==> src/rtl/obsm_pkg.sv <==
// Package for the order book side matcher: item types, codes and sizes.
// Depends on nothing; every other file of the block imports it.
package obsm_pkg;

   localparam int BOOK_DEPTH = 16;
   localparam int IDX_W = (BOOK_DEPTH > 1) ? $clog2(BOOK_DEPTH) : 1;
   localparam int CMD_QUEUE_DEPTH = 2;
   localparam int CQ_PTR_W = $clog2(CMD_QUEUE_DEPTH);
   localparam int RSP_QUEUE_DEPTH = 4;
   localparam int RQ_PTR_W = $clog2(RSP_QUEUE_DEPTH);

   localparam logic [1:0] MODE_MATCH  = 2'd0;
   localparam logic [1:0] MODE_ADD    = 2'd1;
   localparam logic [1:0] MODE_CANCEL = 2'd2;

   localparam logic [2:0] EV_EXEC          = 3'd0;
   localparam logic [2:0] EV_MATCH_DONE    = 3'd1;
   localparam logic [2:0] EV_ADDED         = 3'd2;
   localparam logic [2:0] EV_ADD_FULL      = 3'd3;
   localparam logic [2:0] EV_CANCEL_OK     = 3'd4;
   localparam logic [2:0] EV_CANCEL_REJECT = 3'd5;

   typedef struct packed {
      logic [1:0]  mode;
      logic [31:0] txn_id;
      logic [31:0] limit_price;
      logic [31:0] quantity;
   } req_type;

   typedef struct packed {
      logic [2:0]  event_kind;
      logic [31:0] resting_id;
      logic [31:0] active_id;
      logic [31:0] exec_number;
      logic [31:0] trade_price;
      logic [31:0] trade_quantity;
      logic        last;
   } rsp_type;

   typedef enum logic [1:0] {
      OP_MATCH  = 2'd0,
      OP_ADD    = 2'd1,
      OP_CANCEL = 2'd2
   } op_type;

   typedef struct packed {
      op_type      op;
      logic [31:0] txn_id;
      logic [31:0] limit_price;
      logic [31:0] quantity;
   } cmd_type;

endpackage

==> src/rtl/obsm_front.sv <==
// Front end of the order book side matcher: takes requests and classifies them.
// Depends on obsm_pkg; feeds obsm_cmd_queue.
module obsm_front (
   input  logic             clock,
   input  logic             reset,
   input  logic             req_push,
   output logic             req_full,
   input  obsm_pkg::req_type req_data,
   input  logic             q_full,
   output logic             q_push,
   output obsm_pkg::cmd_type q_cmd
);
   import obsm_pkg::*;

   logic    hold_valid_ff, hold_valid_in;
   req_type hold_ff, hold_in;
   logic    drop;
   logic    release_item;
   logic    accept;

   // Unused modes and empty adds cause no result and go no further.
   assign drop = (hold_ff.mode != MODE_MATCH && hold_ff.mode != MODE_ADD &&
                  hold_ff.mode != MODE_CANCEL) ||
                 (hold_ff.mode == MODE_ADD && hold_ff.quantity == 32'd0);
   assign release_item = hold_valid_ff && (drop || !q_full);
   assign q_push = hold_valid_ff && !drop && !q_full;
   assign req_full = hold_valid_ff;
   assign accept = req_push && !hold_valid_ff;

   always_comb begin
      q_cmd.op = OP_MATCH;
      case (hold_ff.mode)
         MODE_ADD:    q_cmd.op = OP_ADD;
         MODE_CANCEL: q_cmd.op = OP_CANCEL;
         default:     q_cmd.op = OP_MATCH;
      endcase
      q_cmd.txn_id = hold_ff.txn_id;
      q_cmd.limit_price = hold_ff.limit_price;
      q_cmd.quantity = hold_ff.quantity;
   end

   always_comb begin
      hold_valid_in = hold_valid_ff;
      hold_in = hold_ff;
      if (release_item) hold_valid_in = 1'b0;
      if (accept) begin
         hold_valid_in = 1'b1;
         hold_in = req_data;
      end
   end

   always_ff @(posedge clock) begin
      hold_ff <= hold_in;
      if (reset) hold_valid_ff <= 1'b0;
      else hold_valid_ff <= hold_valid_in;
   end

endmodule

==> src/rtl/obsm_cmd_queue.sv <==
// Short command queue between the front end and the matching engine.
// Depends on obsm_pkg.
module obsm_cmd_queue (
   input  logic              clock,
   input  logic              reset,
   input  logic              push,
   input  obsm_pkg::cmd_type push_cmd,
   output logic              full,
   input  logic              pop,
   output logic              empty,
   output obsm_pkg::cmd_type head
);
   import obsm_pkg::*;

   cmd_type             mem_ff [CMD_QUEUE_DEPTH];
   logic [CQ_PTR_W-1:0] wr_ff, wr_in, rd_ff, rd_in;
   logic [CQ_PTR_W:0]   cnt_ff, cnt_in;
   logic                do_push, do_pop;

   assign full = (cnt_ff == (CQ_PTR_W+1)'(CMD_QUEUE_DEPTH));
   assign empty = (cnt_ff == '0);
   assign head = mem_ff[rd_ff];
   assign do_push = push && !full;
   assign do_pop = pop && !empty;

   always_comb begin
      wr_in = wr_ff + CQ_PTR_W'(do_push);
      rd_in = rd_ff + CQ_PTR_W'(do_pop);
      cnt_in = cnt_ff + (CQ_PTR_W+1)'(do_push) - (CQ_PTR_W+1)'(do_pop);
   end

   always_ff @(posedge clock) begin
      if (do_push) mem_ff[wr_ff] <= push_cmd;
      if (reset) begin
         wr_ff <= '0;
         rd_ff <= '0;
         cnt_ff <= '0;
      end else begin
         wr_ff <= wr_in;
         rd_ff <= rd_in;
         cnt_ff <= cnt_in;
      end
   end

endmodule

==> src/rtl/obsm_engine.sv <==
// Matching engine: holds the book, scans it one entry a cycle and queues results.
// Depends on obsm_pkg; takes commands from obsm_cmd_queue.
module obsm_engine (
   input  logic              clock,
   input  logic              reset,
   input  logic              csr_we,
   input  logic              csr_wdata,
   input  logic              cmd_empty,
   input  obsm_pkg::cmd_type cmd_head,
   output logic              cmd_pop,
   output logic              rsp_empty,
   input  logic              rsp_pop,
   output obsm_pkg::rsp_type rsp_data
);
   import obsm_pkg::*;

   typedef enum logic [3:0] {
      ST_IDLE   = 4'b0001,
      ST_SCAN   = 4'b0010,
      ST_DECIDE = 4'b0100,
      ST_EMIT   = 4'b1000
   } state_type;

   state_type        state_ff, state_in;
   logic             side_ff, side_in;
   logic [31:0]      arrival_ff, arrival_in;
   logic [BOOK_DEPTH-1:0] valid_ff, valid_in;
   logic [31:0]      ent_id_ff    [BOOK_DEPTH];
   logic [31:0]      ent_price_ff [BOOK_DEPTH];
   logic [31:0]      ent_qty_ff   [BOOK_DEPTH];
   logic [31:0]      ent_exn_ff   [BOOK_DEPTH];
   logic [31:0]      ent_arr_ff   [BOOK_DEPTH];

   op_type           op_ff, op_in;
   logic [31:0]      id_ff, id_in, price_ff, price_in, qty_ff, qty_in;
   logic [IDX_W-1:0] idx_ff, idx_in, best_idx_ff, best_idx_in;
   logic             found_ff, found_in, cont_ff, cont_in;
   logic [31:0]      best_price_ff, best_price_in, best_age_ff, best_age_in;
   logic [31:0]      best_id_ff, best_id_in, best_qty_ff, best_qty_in;
   logic [31:0]      best_exn_ff, best_exn_in;
   rsp_type          res_ff, res_in;

   rsp_type             oq_ff [RSP_QUEUE_DEPTH];
   logic [RQ_PTR_W-1:0] owr_ff, ord_ff;
   logic [RQ_PTR_W:0]   ocnt_ff;
   logic                opush, opop, ofull;

   logic [31:0]      cur_age, fill, rest_qty;
   logic             cand, better, crosses;
   logic [IDX_W-1:0] free_slot;
   logic             has_free;
   logic             wr_add, wr_fill;

   assign ofull = (ocnt_ff == (RQ_PTR_W+1)'(RSP_QUEUE_DEPTH));
   assign opush = (state_ff == ST_EMIT) && !ofull;
   assign opop = rsp_pop && !rsp_empty;
   assign rsp_empty = (ocnt_ff == '0);
   assign rsp_data = oq_ff[ord_ff];
   assign cmd_pop = (state_ff == ST_IDLE) && !cmd_empty;

   // Age is measured against the current arrival count so wrapping is harmless.
   assign cur_age = arrival_ff - ent_arr_ff[idx_ff];
   always_comb begin
      if (ent_price_ff[idx_ff] != best_price_ff)
         better = side_ff ? (ent_price_ff[idx_ff] < best_price_ff)
                          : (ent_price_ff[idx_ff] > best_price_ff);
      else
         better = cur_age > best_age_ff;
      cand = valid_ff[idx_ff] &&
             (op_ff != OP_CANCEL || ent_id_ff[idx_ff] == id_ff) &&
             (!found_ff || better);
   end

   assign crosses = side_ff ? !(price_ff < best_price_ff) : !(price_ff > best_price_ff);
   assign fill = (qty_ff < best_qty_ff) ? qty_ff : best_qty_ff;
   assign rest_qty = best_qty_ff - fill;

   always_comb begin
      free_slot = '0;
      has_free = 1'b0;
      for (int i = BOOK_DEPTH - 1; i >= 0; i--) begin
         if (!valid_ff[i]) begin
            free_slot = IDX_W'(i);
            has_free = 1'b1;
         end
      end
   end

   always_comb begin
      state_in = state_ff;
      side_in = csr_we ? csr_wdata : side_ff;
      arrival_in = arrival_ff;
      valid_in = valid_ff;
      op_in = op_ff;
      id_in = id_ff;
      price_in = price_ff;
      qty_in = qty_ff;
      idx_in = idx_ff;
      best_idx_in = best_idx_ff;
      found_in = found_ff;
      cont_in = cont_ff;
      best_price_in = best_price_ff;
      best_age_in = best_age_ff;
      best_id_in = best_id_ff;
      best_qty_in = best_qty_ff;
      best_exn_in = best_exn_ff;
      res_in = res_ff;
      wr_add = 1'b0;
      wr_fill = 1'b0;
      case (state_ff)
         ST_IDLE: begin
            if (!cmd_empty) begin
               op_in = cmd_head.op;
               id_in = cmd_head.txn_id;
               price_in = cmd_head.limit_price;
               qty_in = cmd_head.quantity;
               idx_in = '0;
               found_in = 1'b0;
               cont_in = 1'b0;
               res_in = '0;
               res_in.active_id = cmd_head.txn_id;
               res_in.last = 1'b1;
               if (cmd_head.op == OP_ADD) begin
                  res_in.trade_price = cmd_head.limit_price;
                  res_in.trade_quantity = cmd_head.quantity;
                  if (has_free) begin
                     wr_add = 1'b1;
                     valid_in[free_slot] = 1'b1;
                     arrival_in = arrival_ff + 32'd1;
                     res_in.event_kind = EV_ADDED;
                  end else begin
                     res_in.event_kind = EV_ADD_FULL;
                  end
                  state_in = ST_EMIT;
               end else if (cmd_head.op == OP_MATCH && cmd_head.quantity == 32'd0) begin
                  res_in.event_kind = EV_MATCH_DONE;
                  state_in = ST_EMIT;
               end else begin
                  state_in = ST_SCAN;
               end
            end
         end
         ST_SCAN: begin
            if (cand) begin
               found_in = 1'b1;
               best_idx_in = idx_ff;
               best_price_in = ent_price_ff[idx_ff];
               best_age_in = cur_age;
               best_id_in = ent_id_ff[idx_ff];
               best_qty_in = ent_qty_ff[idx_ff];
               best_exn_in = ent_exn_ff[idx_ff];
            end
            if (idx_ff == IDX_W'(BOOK_DEPTH - 1)) state_in = ST_DECIDE;
            else idx_in = idx_ff + IDX_W'(1);
         end
         ST_DECIDE: begin
            res_in = '0;
            res_in.active_id = id_ff;
            cont_in = 1'b0;
            state_in = ST_EMIT;
            if (op_ff == OP_CANCEL) begin
               res_in.last = 1'b1;
               if (found_ff) begin
                  valid_in[best_idx_ff] = 1'b0;
                  res_in.event_kind = EV_CANCEL_OK;
               end else begin
                  res_in.event_kind = EV_CANCEL_REJECT;
               end
            end else if (found_ff && crosses) begin
               wr_fill = 1'b1;
               if (rest_qty == 32'd0) valid_in[best_idx_ff] = 1'b0;
               qty_in = qty_ff - fill;
               cont_in = 1'b1;
               res_in.event_kind = EV_EXEC;
               res_in.resting_id = best_id_ff;
               res_in.exec_number = best_exn_ff;
               res_in.trade_price = best_price_ff;
               res_in.trade_quantity = fill;
            end else begin
               res_in.event_kind = EV_MATCH_DONE;
               res_in.trade_quantity = qty_ff;
               res_in.last = 1'b1;
            end
         end
         ST_EMIT: begin
            if (!ofull) begin
               if (cont_ff) begin
                  // After an execution either the order is used up or the book is searched again.
                  if (qty_ff == 32'd0) begin
                     res_in = '0;
                     res_in.event_kind = EV_MATCH_DONE;
                     res_in.active_id = id_ff;
                     res_in.last = 1'b1;
                     cont_in = 1'b0;
                  end else begin
                     idx_in = '0;
                     found_in = 1'b0;
                     state_in = ST_SCAN;
                  end
               end else begin
                  state_in = ST_IDLE;
               end
            end
         end
         default: state_in = ST_IDLE;
      endcase
   end

   always_ff @(posedge clock) begin
      if (wr_add) begin
         ent_id_ff[free_slot] <= id_in;
         ent_price_ff[free_slot] <= price_in;
         ent_qty_ff[free_slot] <= qty_in;
         ent_exn_ff[free_slot] <= 32'd1;
         ent_arr_ff[free_slot] <= arrival_ff;
      end
      if (wr_fill) begin
         ent_qty_ff[best_idx_ff] <= rest_qty;
         ent_exn_ff[best_idx_ff] <= best_exn_ff + 32'd1;
      end
      if (opush) oq_ff[owr_ff] <= res_ff;
      op_ff <= op_in;
      id_ff <= id_in;
      price_ff <= price_in;
      qty_ff <= qty_in;
      idx_ff <= idx_in;
      best_idx_ff <= best_idx_in;
      best_price_ff <= best_price_in;
      best_age_ff <= best_age_in;
      best_id_ff <= best_id_in;
      best_qty_ff <= best_qty_in;
      best_exn_ff <= best_exn_in;
      res_ff <= res_in;
      found_ff <= found_in;
      cont_ff <= cont_in;
      if (reset) begin
         state_ff <= ST_IDLE;
         side_ff <= 1'b0;
         arrival_ff <= '0;
         valid_ff <= '0;
         owr_ff <= '0;
         ord_ff <= '0;
         ocnt_ff <= '0;
      end else begin
         state_ff <= state_in;
         side_ff <= side_in;
         arrival_ff <= arrival_in;
         valid_ff <= valid_in;
         owr_ff <= owr_ff + RQ_PTR_W'(opush);
         ord_ff <= ord_ff + RQ_PTR_W'(opop);
         ocnt_ff <= ocnt_ff + (RQ_PTR_W+1)'(opush) - (RQ_PTR_W+1)'(opop);
      end
   end

endmodule

==> src/rtl/order_book_side_matcher_top.sv <==
// One side of a price-time priority order book. A request reaches the engine through
// the front stage and the command queue. The engine reads one book entry per cycle when
// it searches for the best or the named order; a full result queue stalls the engine. A
// front stage and a short command queue take requests while the engine works, and a
// four-entry result queue holds results until they are transferred.
// Depends on obsm_pkg, obsm_front, obsm_cmd_queue and obsm_engine.
module order_book_side_matcher_top (
   input  logic              clock,
   input  logic              reset,
   input  logic              req_push,
   output logic              req_full,
   input  obsm_pkg::req_type req_data,
   output logic              rsp_empty,
   input  logic              rsp_pop,
   output obsm_pkg::rsp_type rsp_data,
   input  logic              csr_we,
   input  logic              csr_wdata
);
   import obsm_pkg::*;

   logic    q_push, q_full, q_pop, q_empty;
   cmd_type q_cmd, q_head;

   obsm_front u_front (
      .clock(clock), .reset(reset),
      .req_push(req_push), .req_full(req_full), .req_data(req_data),
      .q_full(q_full), .q_push(q_push), .q_cmd(q_cmd)
   );

   obsm_cmd_queue u_queue (
      .clock(clock), .reset(reset),
      .push(q_push), .push_cmd(q_cmd), .full(q_full),
      .pop(q_pop), .empty(q_empty), .head(q_head)
   );

   obsm_engine u_engine (
      .clock(clock), .reset(reset),
      .csr_we(csr_we), .csr_wdata(csr_wdata),
      .cmd_empty(q_empty), .cmd_head(q_head), .cmd_pop(q_pop),
      .rsp_empty(rsp_empty), .rsp_pop(rsp_pop), .rsp_data(rsp_data)
   );

endmodule

==> config.mk <==
export PLATFORM = sky130hd
export DESIGN_NAME = order_book_side_matcher_top
export DESIGN_NICKNAME = d
export VERILOG_FILES = /design/src/rtl/obsm_pkg.sv /design/src/rtl/obsm_front.sv /design/src/rtl/obsm_cmd_queue.sv /design/src/rtl/obsm_engine.sv /design/src/rtl/order_book_side_matcher_top.sv
export SDC_FILE = /design/constraint.sdc
export NUM_CORES = 2
export LEC_CHECK = 0
export BUFFER_PORTS_ARGS = -buffer_cell sky130_fd_sc_hd__buf_2
export CORE_MARGIN = 2
export CORE_UTILIZATION = 50
export DETAILED_ROUTE_END_ITERATION = 7
export PLACE_DENSITY = 0.66
export REMOVE_ABC_BUFFERS = 1
export SLEW_MARGIN = 20
export SYNTH_ARGS = -nofsm -noshare
export SYNTH_HDL_FRONTEND = slang
export SYNTH_SLANG_ARGS = --single-unit
==> constraint.sdc <==
create_clock -name clock -period 22 [get_ports clock]
set_input_delay 3.3 -clock clock [delete_from_list [all_inputs] [get_ports clock]]
set_output_delay 3.3 -clock clock [all_outputs]
set_load 0.02 [all_outputs]
==> impl_metrics.py <==
metrics = {
    "grt": {
        "grt_max_degree": 137,
        "grt_use_total_pct": 22.87,
        "grt_remaining_overflow": 0,
        "antenna_found_initial": 12,
        "grt_pass1_vias": 81640,
        "grt_pass1_wl_um": 547100,
    },
    "timing": {
        "maxSlewHeadroom_pct": 21.36,
        "finalSetupTns_ns": 0,
        "fmaxAchievable_mhz": 97.87,
        "worst_slack_ns": 11.78,
        "drv_slew": 0,
        "setup_viol": 0,
        "period_minus_slack_ns": 10.22,
        "whs_ns": 0.4484,
        "final.setup_skew_ns": 0.1077,
        "hold_viol": 0,
        "worstMarginPinSlew_ns": 1.180,
        "grt_setup_unrepaired": "no",
        "timing.final.crit_share_pct": 46.44,
    },
    "drt": {
        "vias": 80410,
        "drtIter0Drc": 8674,
        "detail_route.vias_per_cell": 6.089,
        "firstDrtPassIters": 7,
        "ant_nets": 0,
        "drc_errors": 0,
        "wl_um": 372600,
        "wl_per_cell_um": 28.21,
    },
    "place": {
        "io_buffer_count": 269,
        "dp_hpwl_um": 210100,
        "placedInstanceArea_um2": 165600,
        "dpl.cell_count": 12470,
        "place_ws_ns": 11.69,
        "routabilityCongestion": 0.9027,
    },
    "layout": {
        "fin_nets": 9054,
        "final_area_um2": 179100,
        "layout_commonest_cell": "edfxtp_1",
        "areaGrowthSynthToFinish_pct": 13.18,
        "drive_gt1_share_pct": 22.32,
        "stdcell_count": 13210,
        "utilization_pct": 56.87,
        "layout_common_cells": "3846 x edfxtp_1, 774 x mux4_2, 405 x clkbuf_16, 327 x mux2i_1, 323 x o21ai_0",
    },
    "run_status": {
        "status": "finished clean",
    },
    "die": {
        "coreArea_um2": 315000,
        "fp.dieW_um": 566.6,
        "die_h_um": 566.6,
        "rows": 206,
        "initial_core_util_pct": 50.25,
        "io_pins": 270,
        "die_area_um2": 321100,
    },
    "clock_network": {
        "clockBufferDepth": 4,
        "cts_tree": "yes",
        "path_clk_slew_ns": 0.06,
        "cts_root_buf": "clkbuf_16",
        "htree_num_levels": 5,
        "cts-hold-fix-buffers": 0,
        "clk_latency_ns": 0.97,
        "post_cts_buffers": 0,
        "cts.repair.resized": 0,
        "cts_num_sinks": 4011,
        "cts_inserted_buffers": 402,
    },
    "critical_path": {
        "slowest_stage": "dfxtp_4",
        "path_class": "reg2reg",
        "startpoint_type": "flip-flop",
        "required_ns": 22.52,
        "r2r_cells": 29,
        "arrival_ns": 10.74,
        "cp-endpoint": "u_engine.best_id_ff[15]$_DFFE_PP_",
        "cp_common_cell": "a21oi_1",
        "regToRegEndpoint": "u_engine.best_id_ff[15]$_DFFE_PP_",
        "cpPeakStageDelay_ns": 0.93,
        "regToRegSetupSlack_ns": 11.78,
        "end_kind": "flip-flop",
        "cp_max_fo": 49,
    },
    "yosys": {
        "synth_xor_area_share_pct": 0.9684,
        "yosys_most_used_dff": "edfxtp_1",
        "synth_top_area_share_pct": 72.97,
        "synth_edf_count": 3846,
        "ys_async_sr_fraction_pct": 0,
        "synth_cells": 8185,
        "ys_seq_elements": 4011,
        "avgSynthCellArea_um2": 19.34,
        "synth-simple-area-share_pct": 2.935,
        "synth_area_leaders": "edfxtp_1 73%, mux4_2 11%, dfxtp_1 2.1%, mux2i_1 2.1%, ha_1 1.8%",
        "yosys_warnings": 0,
        "synth.distinct_cells": 86,
        "yosysSeqAreaShare_pct": 75.06,
        "synthMuxAreaShare_pct": 13.65,
        "syn-cell-area_um2": 158300,
        "synth_fa_ha_area_share_pct": 1.877,
        "synth-compound-area-share_pct": 4.201,
        "synth_top_family_by_area": "multiplexers",
        "synth_top_area_cell": "edfxtp_1",
    },
    "run": {
        "max_cap_viol_count": 0,
    },
    "pwr": {
        "cellLeakagePower_nw": 59.27,
        "powerDensity_nw_per_um2": 131.7,
        "total_power_mw": 23.59,
        "ir_drop_uv": 105.1,
    },
    "min_path": {
        "whs_path_depth": 0,
        "min_path_type": "reg2reg",
    },
}
-- worst min path at each step --
| stage | startpoint | slack, ns | to |
|---|---|---|---|
| after floorplan | u_front.q_cmd[32]$_DFFE_PP_ | 0.42 | u_queue.mem_ff[0][32]$_DFFE_PP_ |
| after global placement | u_front.q_cmd[71]$_DFFE_PP_ | 0.42 | u_queue.mem_ff[0][71]$_DFFE_PP_ |
| after detailed placement | u_front.q_cmd[35]$_DFFE_PP_ | 0.43 | u_queue.mem_ff[0][35]$_DFFE_PP_ |
| after CTS | u_front.q_cmd[61]$_DFFE_PP_ | 0.45 | u_queue.mem_ff[1][61]$_DFFE_PP_ |
| after global routing | u_front.q_cmd[71]$_DFFE_PP_ | 0.46 | u_queue.mem_ff[1][71]$_DFFE_PP_ |
| final | u_front.q_cmd[61]$_DFFE_PP_ | 0.45 | u_queue.mem_ff[1][61]$_DFFE_PP_ |
-- registers in the layout, indices dropped and copies added (netlist names), 96 cells and up, named ones only --
signal	flops
u_engine.ent_arr_ff	512
u_engine.ent_exn_ff	512
u_engine.ent_id_ff	512
u_engine.ent_price_ff	512
u_engine.ent_qty_ff	512
u_engine.oq_ff	656
u_engine.res_ff	164
u_front.q_cmd	96
u_queue.mem_ff	196
-- power breakdown --
group          switching [mW]  internal [mW]  total (mW)
sequential              0.421           9.78        10.2
combinational            4.01           2.49        6.50
clock                    2.89           3.99        6.89
total                    7.33           16.3        23.6
-- cell families (layout without fill, tap and decap cells) --
kind of cell / count (synthesis) / in the layout
xor+xnor: 175 / 175
flops: 4011 / 4011
compound gates: 1062 / 1062
other cells: 0 / 2
mux: 1180 / 1180
simple gates: 975 / 975
buf+inv: 547 / 1406
fa+ha+maj: 235 / 235
-- final cells by class --
type                       count  area [um^2]
fill                       23180       135800
sequential                  4011       118800
multi-input combinational   3627        37820
clock buffer                 484        10560
tap                         4160         5205
timing repair buffer         480         3142
clock inverter               249         2851
inverter                     193        728.2
antenna                        2        5.005
-- cells in the mapped netlist, drive strengths merged (28+ instances only) --
cell    count
a21o       56
and2       78
xnor2     105
nor3       30
clkbuf    240
nand2     320
ha        231
mux2i     327
edfxtp   3846
o22ai      66
a21oi     259
a22oi      68
nor2b      43
nand3      70
nor2      254
buf       114
inv       192
mux4      774
dfxtp     165
nor4       28
a221oi     69
o21ai     333
nand4      58
mux2       79
xor2       70
-- layer usage --
layer | track usage, % | wire (um) | vias to the layer above | share of wire [%]
met1 | 32.48 | 156100 | 42590 | 42
met2 | 38.19 | 185600 | 2905 | 50
li1 | - | - | 34400 | -
met5 | 0 | 0 | - | 0
met3 | 2.616 | 22820 | 522 | 6.1
met4 | 5.455 | 8077 | 0 | 2.2
-- worst max-delay path, delay by kind of cell, from the launching register on --
kind                     cells  cell delay, ns
AO/OA/AOI/OAI               12            2.51
XOR/XNOR                     1            0.15
adder cells (fa/ha/maj)      2            0.59
buffers and inverters        4            2.35
flip-flops                   1            0.93
multiplexers                 2            1.06
AND/OR/NAND/NOR              8            1.87
(Power assumes the default switching activity.)
